## config.mk

```make
export PLATFORM = sky130hd
export DESIGN_NAME = arp_responder_cache
export DESIGN_NICKNAME = d
export VERILOG_FILES = /design/src/sv/arpc_pkg.sv /design/src/sv/arpc_ram.sv /design/src/sv/arpc_cmd_fifo.sv /design/src/sv/arpc_front.sv /design/src/sv/arpc_back.sv /design/src/sv/arp_responder_cache.sv
export VERILOG_INCLUDE_DIRS = /design/src /design/src/sv
export SDC_FILE = /design/constraint.sdc
export NUM_CORES = 1
export LEC_CHECK = 0
export BUFFER_PORTS_ARGS = -buffer_cell sky130_fd_sc_hd__buf_2
export CORE_ASPECT_RATIO = 1.75
export CORE_MARGIN = 5
export CORE_UTILIZATION = 25
export CTS_BUF_LIST = sky130_fd_sc_hd__clkbuf_4
export CTS_CLUSTER_SIZE = 8
export DETAILED_ROUTE_END_ITERATION = 7
export GPL_ROUTABILITY_DRIVEN = 0
export PLACE_DENSITY_LB_ADDON = 0.05
export SYNTH_ARGS = -nofsm -noshare
export SYNTH_HDL_FRONTEND = slang
export SYNTH_SLANG_ARGS = --single-unit
```

## constraint.sdc

```tcl
create_clock -name clk -period 10.15 [get_ports clk]
set_input_delay 1.015 -clock clk [delete_from_list [all_inputs] [get_ports clk]]
set_output_delay 1.015 -clock clk [all_outputs]
set_load 0.01 [all_outputs]
```

## src/sv/arp_responder_cache_macros.svh

```systemverilog
// Assertion macros for the ARP cache RTL.
`ifndef ARP_RESPONDER_CACHE_MACROS_SVH
`define ARP_RESPONDER_CACHE_MACROS_SVH

// Same-cycle implication, checked on every clock outside reset.
`define ARPC_ASSERT_NOW(label, ante, cons, msg) \
  label: assert property (@(posedge clk) disable iff (rst) (ante) |-> (cons)) \
    else $error(msg);

// Next-cycle implication, checked on every clock outside reset.
`define ARPC_ASSERT_NEXT(label, ante, cons, msg) \
  label: assert property (@(posedge clk) disable iff (rst) (ante) |=> (cons)) \
    else $error(msg);

`endif

```

## src/sv/arpc_pkg.sv

```systemverilog
// Types and constants shared by the ARP cache and responder.
`timescale 1ns / 1ps
`default_nettype none
package arpc_pkg;

  localparam int DEFAULT_CACHE_ENTRIES = 8;
  localparam int CMDQ_DEPTH = 2;

  localparam logic [15:0] HW_ETHERNET  = 16'h0001;
  localparam logic [15:0] PROTO_IPV4   = 16'h0800;
  localparam logic [15:0] OPC_REQUEST  = 16'h0001;
  localparam logic [15:0] OPC_RESPONSE = 16'h0002;

  localparam logic OP_MESSAGE = 1'b0;
  localparam logic OP_QUERY   = 1'b1;

  localparam logic [1:0] CFG_OWN_IP  = 2'd0;
  localparam logic [1:0] CFG_OWN_MAC = 2'd1;

  localparam logic [2:0] ACT_NONE     = 3'd0;
  localparam logic [2:0] ACT_REPLY    = 3'd1;
  localparam logic [2:0] ACT_REQUEST  = 3'd2;
  localparam logic [2:0] ACT_RESOLVED = 3'd3;
  localparam logic [2:0] ACT_LEARNED  = 3'd4;

  localparam logic [47:0] MAC_BROADCAST = 48'hFFFF_FFFF_FFFF;

  // One cache entry in RAM: IP above MAC.
  localparam int ENTRY_W = 80;

  typedef struct packed {
    logic        operation;
    logic        frame_short;
    logic [15:0] hw_type;
    logic [15:0] net_proto;
    logic [15:0] msg_type;
    logic [47:0] sender_mac;
    logic [31:0] sender_ip;
    logic [31:0] target_ip;
  } in_item_t;

  typedef struct packed {
    logic [2:0]  action;
    logic [47:0] peer_mac;
    logic [31:0] peer_ip;
  } out_item_t;

  typedef enum logic [1:0] {
    CMD_NONE,
    CMD_REPLY,
    CMD_QUERY,
    CMD_LEARN
  } cmd_kind_t;

  typedef struct packed {
    cmd_kind_t   kind;
    logic [47:0] mac;
    logic [31:0] ip;
  } cmd_t;

  typedef enum logic [1:0] {
    B_IDLE,
    B_SCAN,
    B_DONE
  } back_state_t;

endpackage
`default_nettype wire

```

## src/sv/arpc_ram.sv

```systemverilog
// Generic single-write, single-read RAM with registered read data.
`timescale 1ns / 1ps
`default_nettype none
module arpc_ram #(
  parameter int WIDTH = 8,
  parameter int DEPTH = 8,
  localparam int ADDR_W = (DEPTH > 1) ? $clog2(DEPTH) : 1
) (
  input  wire logic              clk,
  input  wire logic              we,
  input  wire logic [ADDR_W-1:0] waddr,
  input  wire logic [WIDTH-1:0]  wdata,
  input  wire logic [ADDR_W-1:0] raddr,
  output      logic [WIDTH-1:0]  rdata
);

  logic [WIDTH-1:0] mem [DEPTH];

  always_ff @(posedge clk) begin
    if (we) begin
      mem[waddr] <= wdata;
    end
    rdata <= mem[raddr];
  end

endmodule
`default_nettype wire

```

## src/sv/arpc_cmd_fifo.sv

```systemverilog
// Short command queue between the classifier and the cache engine.
`timescale 1ns / 1ps
`default_nettype none
module arpc_cmd_fifo
  import arpc_pkg::*;
(
  input  wire logic clk,
  input  wire logic rst,
  input  wire logic push,
  input  wire cmd_t push_cmd,
  output      logic full,
  input  wire logic pop,
  output      logic q_valid,
  output      cmd_t q_cmd
);

  localparam int PTR_W = (CMDQ_DEPTH > 1) ? $clog2(CMDQ_DEPTH) : 1;
  localparam int CNT_W = $clog2(CMDQ_DEPTH + 1);

  cmd_t             slots [CMDQ_DEPTH];
  logic [PTR_W-1:0] wr_ptr;
  logic [PTR_W-1:0] rd_ptr;
  logic [CNT_W-1:0] count;

  assign full    = (count == CNT_W'(CMDQ_DEPTH));
  assign q_valid = (count != '0);
  assign q_cmd   = slots[rd_ptr];

  always_ff @(posedge clk) begin
    if (rst) begin
      wr_ptr <= '0;
      rd_ptr <= '0;
      count  <= '0;
    end else begin
      if (push) begin
        wr_ptr <= (wr_ptr == PTR_W'(CMDQ_DEPTH - 1)) ? '0 : wr_ptr + 1'b1;
      end
      if (pop) begin
        rd_ptr <= (rd_ptr == PTR_W'(CMDQ_DEPTH - 1)) ? '0 : rd_ptr + 1'b1;
      end
      if (push && !pop) begin
        count <= count + 1'b1;
      end else if (pop && !push) begin
        count <= count - 1'b1;
      end
    end
  end

  always_ff @(posedge clk) begin
    if (push) begin
      slots[wr_ptr] <= push_cmd;
    end
  end

endmodule
`default_nettype wire

```

## src/sv/arpc_front.sv

```systemverilog
// Input classifier: filters received messages and turns words into cache commands.
`timescale 1ns / 1ps
`default_nettype none
module arpc_front
  import arpc_pkg::*;
(
  input  wire logic        clk,
  input  wire logic        rst,
  input  wire logic        in_valid,
  output      logic        in_stall,
  input  wire in_item_t    in_data,
  input  wire logic        cfg_valid,
  input  wire logic [1:0]  cfg_index,
  input  wire logic [47:0] cfg_data,
  input  wire logic        q_full,
  output      logic        push,
  output      cmd_t        push_cmd
);

  logic [31:0] own_ip;
  logic        addressed;

  // own_mac is not used in this block; drop its writes.
  always_ff @(posedge clk) begin
    if (rst) begin
      own_ip <= '0;
    end else if (cfg_valid && cfg_index == CFG_OWN_IP) begin
      own_ip <= cfg_data[31:0];
    end
  end

  assign in_stall = q_full;
  assign push     = in_valid && !q_full;

  assign addressed = !in_data.frame_short && in_data.hw_type == HW_ETHERNET &&
                     in_data.net_proto == PROTO_IPV4 && in_data.target_ip == own_ip;

  always_comb begin
    push_cmd.kind = CMD_NONE;
    push_cmd.mac  = in_data.sender_mac;
    push_cmd.ip   = in_data.sender_ip;
    priority if (in_data.operation == OP_QUERY) begin
      push_cmd.kind = CMD_QUERY;
      push_cmd.ip   = in_data.target_ip;
    end else if (!addressed) begin
      push_cmd.kind = CMD_NONE;
    end else if (in_data.msg_type == OPC_REQUEST) begin
      push_cmd.kind = CMD_REPLY;
    end else if (in_data.msg_type == OPC_RESPONSE) begin
      push_cmd.kind = CMD_LEARN;
    end else begin
      push_cmd.kind = CMD_NONE;
    end
  end

endmodule
`default_nettype wire

```

## src/sv/arpc_back.sv

```systemverilog
// Cache engine: scans the cache RAM, learns new entries and drives the result register.
`timescale 1ns / 1ps
`default_nettype none
`include "arp_responder_cache_macros.svh"
module arpc_back
  import arpc_pkg::*;
#(
  parameter int CACHE_ENTRIES = DEFAULT_CACHE_ENTRIES
) (
  input  wire logic      clk,
  input  wire logic      rst,
  input  wire logic      q_valid,
  input  wire cmd_t      q_cmd,
  output      logic      pop,
  output      logic      out_valid,
  input  wire logic      out_stall,
  output      out_item_t out_data
);

  localparam int IDX_W = (CACHE_ENTRIES > 1) ? $clog2(CACHE_ENTRIES) : 1;
  localparam logic [IDX_W-1:0] LAST_IDX = IDX_W'(CACHE_ENTRIES - 1);

  back_state_t              state, state_next;
  cmd_t                     cur;
  logic [CACHE_ENTRIES-1:0] valid;
  logic [IDX_W-1:0]         write_slot;
  logic [IDX_W-1:0]         scan_idx, scan_idx_next;
  logic                     issue_done, issue_done_next;
  logic [IDX_W-1:0]         chk_idx;
  logic                     chk_vld, chk_vld_next;
  logic                     found, found_next;
  logic [47:0]              found_mac, found_mac_next;
  logic [ENTRY_W-1:0]       rdata;
  logic [31:0]              entry_ip;
  logic [47:0]              entry_mac;
  logic                     learn_we;
  logic                     out_free;
  logic                     issue;
  out_item_t                result;

  arpc_ram #(
    .WIDTH(ENTRY_W),
    .DEPTH(CACHE_ENTRIES)
  ) u_cache (
    .clk  (clk),
    .we   (learn_we),
    .waddr(write_slot),
    .wdata({cur.ip, cur.mac}),
    .raddr(scan_idx),
    .rdata(rdata)
  );

  // Entries never written read as the cleared value.
  assign entry_ip  = valid[chk_idx] ? rdata[ENTRY_W-1:48] : '0;
  assign entry_mac = valid[chk_idx] ? rdata[47:0] : '0;

  assign out_free = !out_valid || !out_stall;
  assign issue    = (state == B_SCAN) && !issue_done;
  assign learn_we = (state == B_DONE) && cur.kind == CMD_LEARN && !found;

  always_comb begin
    state_next      = state;
    scan_idx_next   = scan_idx;
    issue_done_next = issue_done;
    chk_vld_next    = 1'b0;
    found_next      = found;
    found_mac_next  = found_mac;
    pop             = 1'b0;
    unique case (state)
      B_IDLE: begin
        if (q_valid && out_free) begin
          pop             = 1'b1;
          scan_idx_next   = '0;
          issue_done_next = 1'b0;
          found_next      = 1'b0;
          found_mac_next  = '0;
          if (q_cmd.kind == CMD_QUERY || q_cmd.kind == CMD_LEARN) begin
            state_next = B_SCAN;
          end else begin
            state_next = B_DONE;
          end
        end
      end
      B_SCAN: begin
        // Keep one read in flight while checking the word that just came back.
        if (issue) begin
          if (scan_idx == LAST_IDX) begin
            issue_done_next = 1'b1;
          end else begin
            scan_idx_next = scan_idx + 1'b1;
          end
        end
        if (chk_vld && entry_ip == cur.ip) begin
          found_next     = 1'b1;
          found_mac_next = entry_mac;
          state_next     = B_DONE;
        end else if (chk_vld && chk_idx == LAST_IDX) begin
          state_next = B_DONE;
        end else begin
          chk_vld_next = issue;
        end
      end
      B_DONE: begin
        state_next = B_IDLE;
      end
      default: begin
        state_next = B_IDLE;
      end
    endcase
  end

  always_comb begin
    result.action   = ACT_NONE;
    result.peer_mac = '0;
    result.peer_ip  = '0;
    unique case (cur.kind)
      CMD_NONE: begin
        result.action = ACT_NONE;
      end
      CMD_REPLY: begin
        result.action   = ACT_REPLY;
        result.peer_mac = cur.mac;
        result.peer_ip  = cur.ip;
      end
      CMD_QUERY: begin
        result.action   = found ? ACT_RESOLVED : ACT_REQUEST;
        result.peer_mac = found ? found_mac : MAC_BROADCAST;
        result.peer_ip  = cur.ip;
      end
      CMD_LEARN: begin
        if (!found) begin
          result.action   = ACT_LEARNED;
          result.peer_mac = cur.mac;
          result.peer_ip  = cur.ip;
        end
      end
      default: begin
        result.action = ACT_NONE;
      end
    endcase
  end

  always_ff @(posedge clk) begin
    if (rst) begin
      state      <= B_IDLE;
      valid      <= '0;
      write_slot <= '0;
      chk_vld    <= 1'b0;
      out_valid  <= 1'b0;
    end else begin
      state   <= state_next;
      chk_vld <= chk_vld_next;
      if (learn_we) begin
        valid[write_slot] <= 1'b1;
        write_slot <= (write_slot == LAST_IDX) ? '0 : write_slot + 1'b1;
      end
      if (state == B_DONE) begin
        out_valid <= 1'b1;
      end else if (out_valid && !out_stall) begin
        out_valid <= 1'b0;
      end
    end
  end

  always_ff @(posedge clk) begin
    scan_idx   <= scan_idx_next;
    issue_done <= issue_done_next;
    chk_idx    <= scan_idx;
    found      <= found_next;
    found_mac  <= found_mac_next;
    if (pop) begin
      cur <= q_cmd;
    end
    if (state == B_DONE) begin
      out_data <= result;
    end
  end

  `ARPC_ASSERT_NOW(a_pop_idle, pop, state == B_IDLE && q_valid, "pop outside idle")
  `ARPC_ASSERT_NOW(a_done_free, state == B_DONE, !out_valid, "result register still full")
  `ARPC_ASSERT_NEXT(a_done_once, state == B_DONE, state == B_IDLE, "done held past one cycle")
  `ARPC_ASSERT_NEXT(a_learn_sets, learn_we, valid[$past(write_slot)], "learned slot not valid")

endmodule
`default_nettype wire

```

## src/sv/arp_responder_cache.sv

```systemverilog
// Top level of the ARP cache and responder.
// Parsed ARP messages and resolve queries enter as one word each and give one result word
// each, in order. A classifier checks frame length, hardware and protocol type and the
// target IP against own_ip, then queues a command in a two-deep queue; the cache engine
// behind it takes one command at a time. A dropped message, an unknown opcode or a request
// goes from idle straight to the done state, which loads the result register. A resolve
// query or a response addressed to us scans the cache RAM one entry per cycle through its
// single read port, stopping at the first match or after the last entry, and then loads
// the result register in the done state. The engine takes no new command while the result
// register holds a word the receiver has not taken. Entries carry valid bits cleared by
// reset, so no clearing pass is needed after reset; unwritten entries read as IP 0 and
// MAC 0. own_mac is accepted on the configuration port but is not used here. The
// configuration port is always ready.
`timescale 1ns / 1ps
`default_nettype none
module arp_responder_cache
  import arpc_pkg::*;
#(
  parameter int CACHE_ENTRIES = DEFAULT_CACHE_ENTRIES
) (
  input  wire logic        clk,
  input  wire logic        rst,
  input  wire logic        in_valid,
  output      logic        in_stall,
  input  wire in_item_t    in_data,
  output      logic        out_valid,
  input  wire logic        out_stall,
  output      out_item_t   out_data,
  input  wire logic        cfg_valid,
  output      logic        cfg_ready,
  input  wire logic [1:0]  cfg_index,
  input  wire logic [47:0] cfg_data
);

  logic push;
  cmd_t push_cmd;
  logic q_full;
  logic q_valid;
  cmd_t q_cmd;
  logic pop;

  assign cfg_ready = 1'b1;

  arpc_front u_front (
    .clk      (clk),
    .rst      (rst),
    .in_valid (in_valid),
    .in_stall (in_stall),
    .in_data  (in_data),
    .cfg_valid(cfg_valid && cfg_ready),
    .cfg_index(cfg_index),
    .cfg_data (cfg_data),
    .q_full   (q_full),
    .push     (push),
    .push_cmd (push_cmd)
  );

  arpc_cmd_fifo u_queue (
    .clk     (clk),
    .rst     (rst),
    .push    (push),
    .push_cmd(push_cmd),
    .full    (q_full),
    .pop     (pop),
    .q_valid (q_valid),
    .q_cmd   (q_cmd)
  );

  arpc_back #(
    .CACHE_ENTRIES(CACHE_ENTRIES)
  ) u_back (
    .clk      (clk),
    .rst      (rst),
    .q_valid  (q_valid),
    .q_cmd    (q_cmd),
    .pop      (pop),
    .out_valid(out_valid),
    .out_stall(out_stall),
    .out_data (out_data)
  );

endmodule
`default_nettype wire
```

==> impl_metrics.toml <==
[synthesis]
synth_area_leaders = "edfxtp_1 (71%), mux4_2 (8.3%), dfxtp_1 (6.3%)"
synth_cell_type_count = 54
synth.cell_area_sq_mm = 0.0432
synth_edf_count = 1022
yosys.area.top_type = "edfxtp_1"
synth_warnings = 0
synth_top_area_share_pct = 71.0
ys_ff_latch = 1157
syn_nets = 2461
ys_async_sr_fraction_pct = 0
synthFlopType = "edfxtp_1"
syn_area_per_cell_sq_um = 19.3
synthCells = 2239
synth-seq-area-share_pct = 77.3

[finish]
stdcell_area_sq_mm = 0.0520
final_common_cell = "edfxtp_1"
syn_to_final_growth_pct = 20.3
drive_above_1_share_pct = 39.3
nets = 3043
finalNonFillerCells = 5314
layout_common_cells = "edfxtp_1 (1,022), clkbuf_4 (466), buf_2 (285)"

[sta]
tns_ns = 0
min_period_ns = 4.64
relSlewSlack_pct = 31.9
hold_viol_final = 0
setup_ws_ns = 5.51
drv_slew = 0
rsz0062_at_grt = "false"
tightest_slew_ns = 1.02
post-route-period-util_pct = 45.7
finalSetupViolCount = 0
fmax_mhz = 215
fin_worst_skew_ns = 0.0887

[setup_path]
crit_top_cell = "buf_4"
arrival_ns = 5.31
cp_max_fo = 50
crit_chain = "buf_4 -> nand2_1 -> buf_4 -> nor3_1 -> nand2b_1 -> nor2_4 -> buf_4 -> buf_4"
crit_slowest_cell = "nor2_4"
path_delay_family = "buffers and inverters"
critPathMaxStageDelay_ns = 0.83
critPathKind = "reg -> reg"
critPathBufInv = 4
r2r_slack_ns = 5.51
endpoint_kind = "register"
start_kind = "register"
crit_required_ns = 10.82

[placed_design]
port_buffers = 285
post-place-ws_ns = 5.32
dp_cells = 4701
hpwl_mm = 70.2
dpl_cell_area_sq_mm = 0.0475

[clock_tree]
clkLatencyLatePin_ns = 1.09
cts_buffer_depth = 4
post_cts_buffers = 0
clock_sinks = 1157
cts_root_buf = "clkbuf_4"
clk_pin_slew_worst_paths_ns = 0.07
cts-buffers-inserted = 307
cts_tree = "built"
htreeDepth = 5

[flow_run]
drv_cap = 0

[grt]
grt_pass1_vias = 26000
grt_start_max_net_pins = 92
grt_overflow = 0
grt_antenna_before_repair = 13
grt_usage_pct = 13.6
grt_pass1_wl_mm = 181

[floorplanning]
start_util_pct = 25.0
core_sq_mm = 0.173
io_pins = 303
num_rows = 202
fp.dieW_um = 324
fp.dieH_um = 560
dieArea_sq_mm = 0.182

[pwr]
p_leak_uw = 0.0177
p_per_area_mw_per_mm2 = 281
peakVddDrop_v = 0.000220

[detailed_routing]
drt_iter0_markers = 1130
vias_per_cell = 4.33
dr.pass1.iters = 5
wl_mm = 125
wl_per_cell_um = 23.6
vias = 23000
drc = 0
drtAntennaViolNets = 0

[run_status]
status = "complete, no violations"

[hold_path]
hp-class = "in -> reg"
## what timing repair did
item,CTS,global route
gates resized for setup,0,0
hold buffers,55,0
hold endpoints to repair,101,0
## layer usage
metal	vias up	global-route usage, %	share of wire [%]
met5	-	0	0.010
met4	2	4.75	3.0
met3	258	3.92	5.8
met2	737	24.5	52
met1	11700	15.4	39
li1	10300	-	-
## registers in the layout, indices dropped and copies added (netlist names), 8 cells and up, named ones only
register,cells
u_back.cur,82
u_back.found_mac,48
u_back.out_data,83
u_back.u_cache.mem,640
u_back.u_cache.rdata,80
u_back.valid,8
u_front.own_ip,32
u_queue.slots,164
## stage by stage
step,util (%),power (uW),hold slack (ns)
floorplan,-,9070,0.372
global placement,27.5,10700,0.456
detailed placement,27.5,10700,0.453
CTS,30.1,15100,0.000192
global route,30.1,15500,0.0349
finish,30.1,14600,0.196
## worst paths after layout
check / from / to / depth (start not counted)
hold / removal: cfg_data[5] / u_front.own_ip[5] / 3
setup / recovery: u_back.cur[80] / u_back.u_cache.mem[2][59] / 8
hold reg to reg: u_front.own_ip[30] / u_front.own_ip[30] / 2
setup reg to reg: u_back.cur[80] / u_back.u_cache.mem[2][59] / 8
## where the power goes
part,switching (uW),total (uW),internal [uW]
Combinational,1990,3340,1350
Sequential,689,7100,6410
Clock,1950,4170,2220
## cells by family (layout without fill, tap and decap cells)
| group | Yosys count | in the layout | synth area share [%] |
|---|---|---|---|
| DFF | 1157 | 1157 | 77.3 |
| muxes | 360 | 360 | 13.5 |
| and+or+nand+nor | 285 | 285 | 3.40 |
| AOI/OAI and AO/OA | 190 | 190 | 2.92 |
| buffers and inverters | 190 | 1005 | 1.70 |
| xor gates and xnor gates | 51 | 51 | 1.03 |
| adders and majority gates | 5 | 5 | 0.145 |
| other | 1 | 17 | 0.00868 |
## tightest hold or removal path, delay by kind of cell
kind	cells	cell delay, ns
AO/OA/AOI/OAI	1	0.05
buffers and inverters	1	0.10
AND/OR/NAND/NOR	1	0.05
## final cells by class
type	instances	area, sq um
fill	17200	121000
antenna	16	40.0
clock inverter	76	440
tap	2244	2810
timing repair buffer	387	2340
sequential	1157	33400
clock buffer	466	3500
inverter	76	290
multi-input combinational	892	9180
## synth_stat cells (all sizes together), types with 16 or more instances
master / number
a21oi: 45
nor2: 44
and3: 50
o21ai: 59
nor3: 16
nor4: 16
inv: 76
clkbuf: 93
mux2: 194
mux4: 160
dfxtp: 135
edfxtp: 1022
buf: 21
xnor2: 36
and2: 33
a221oi: 49
nand2: 82
(Power assumes the default switching activity.)
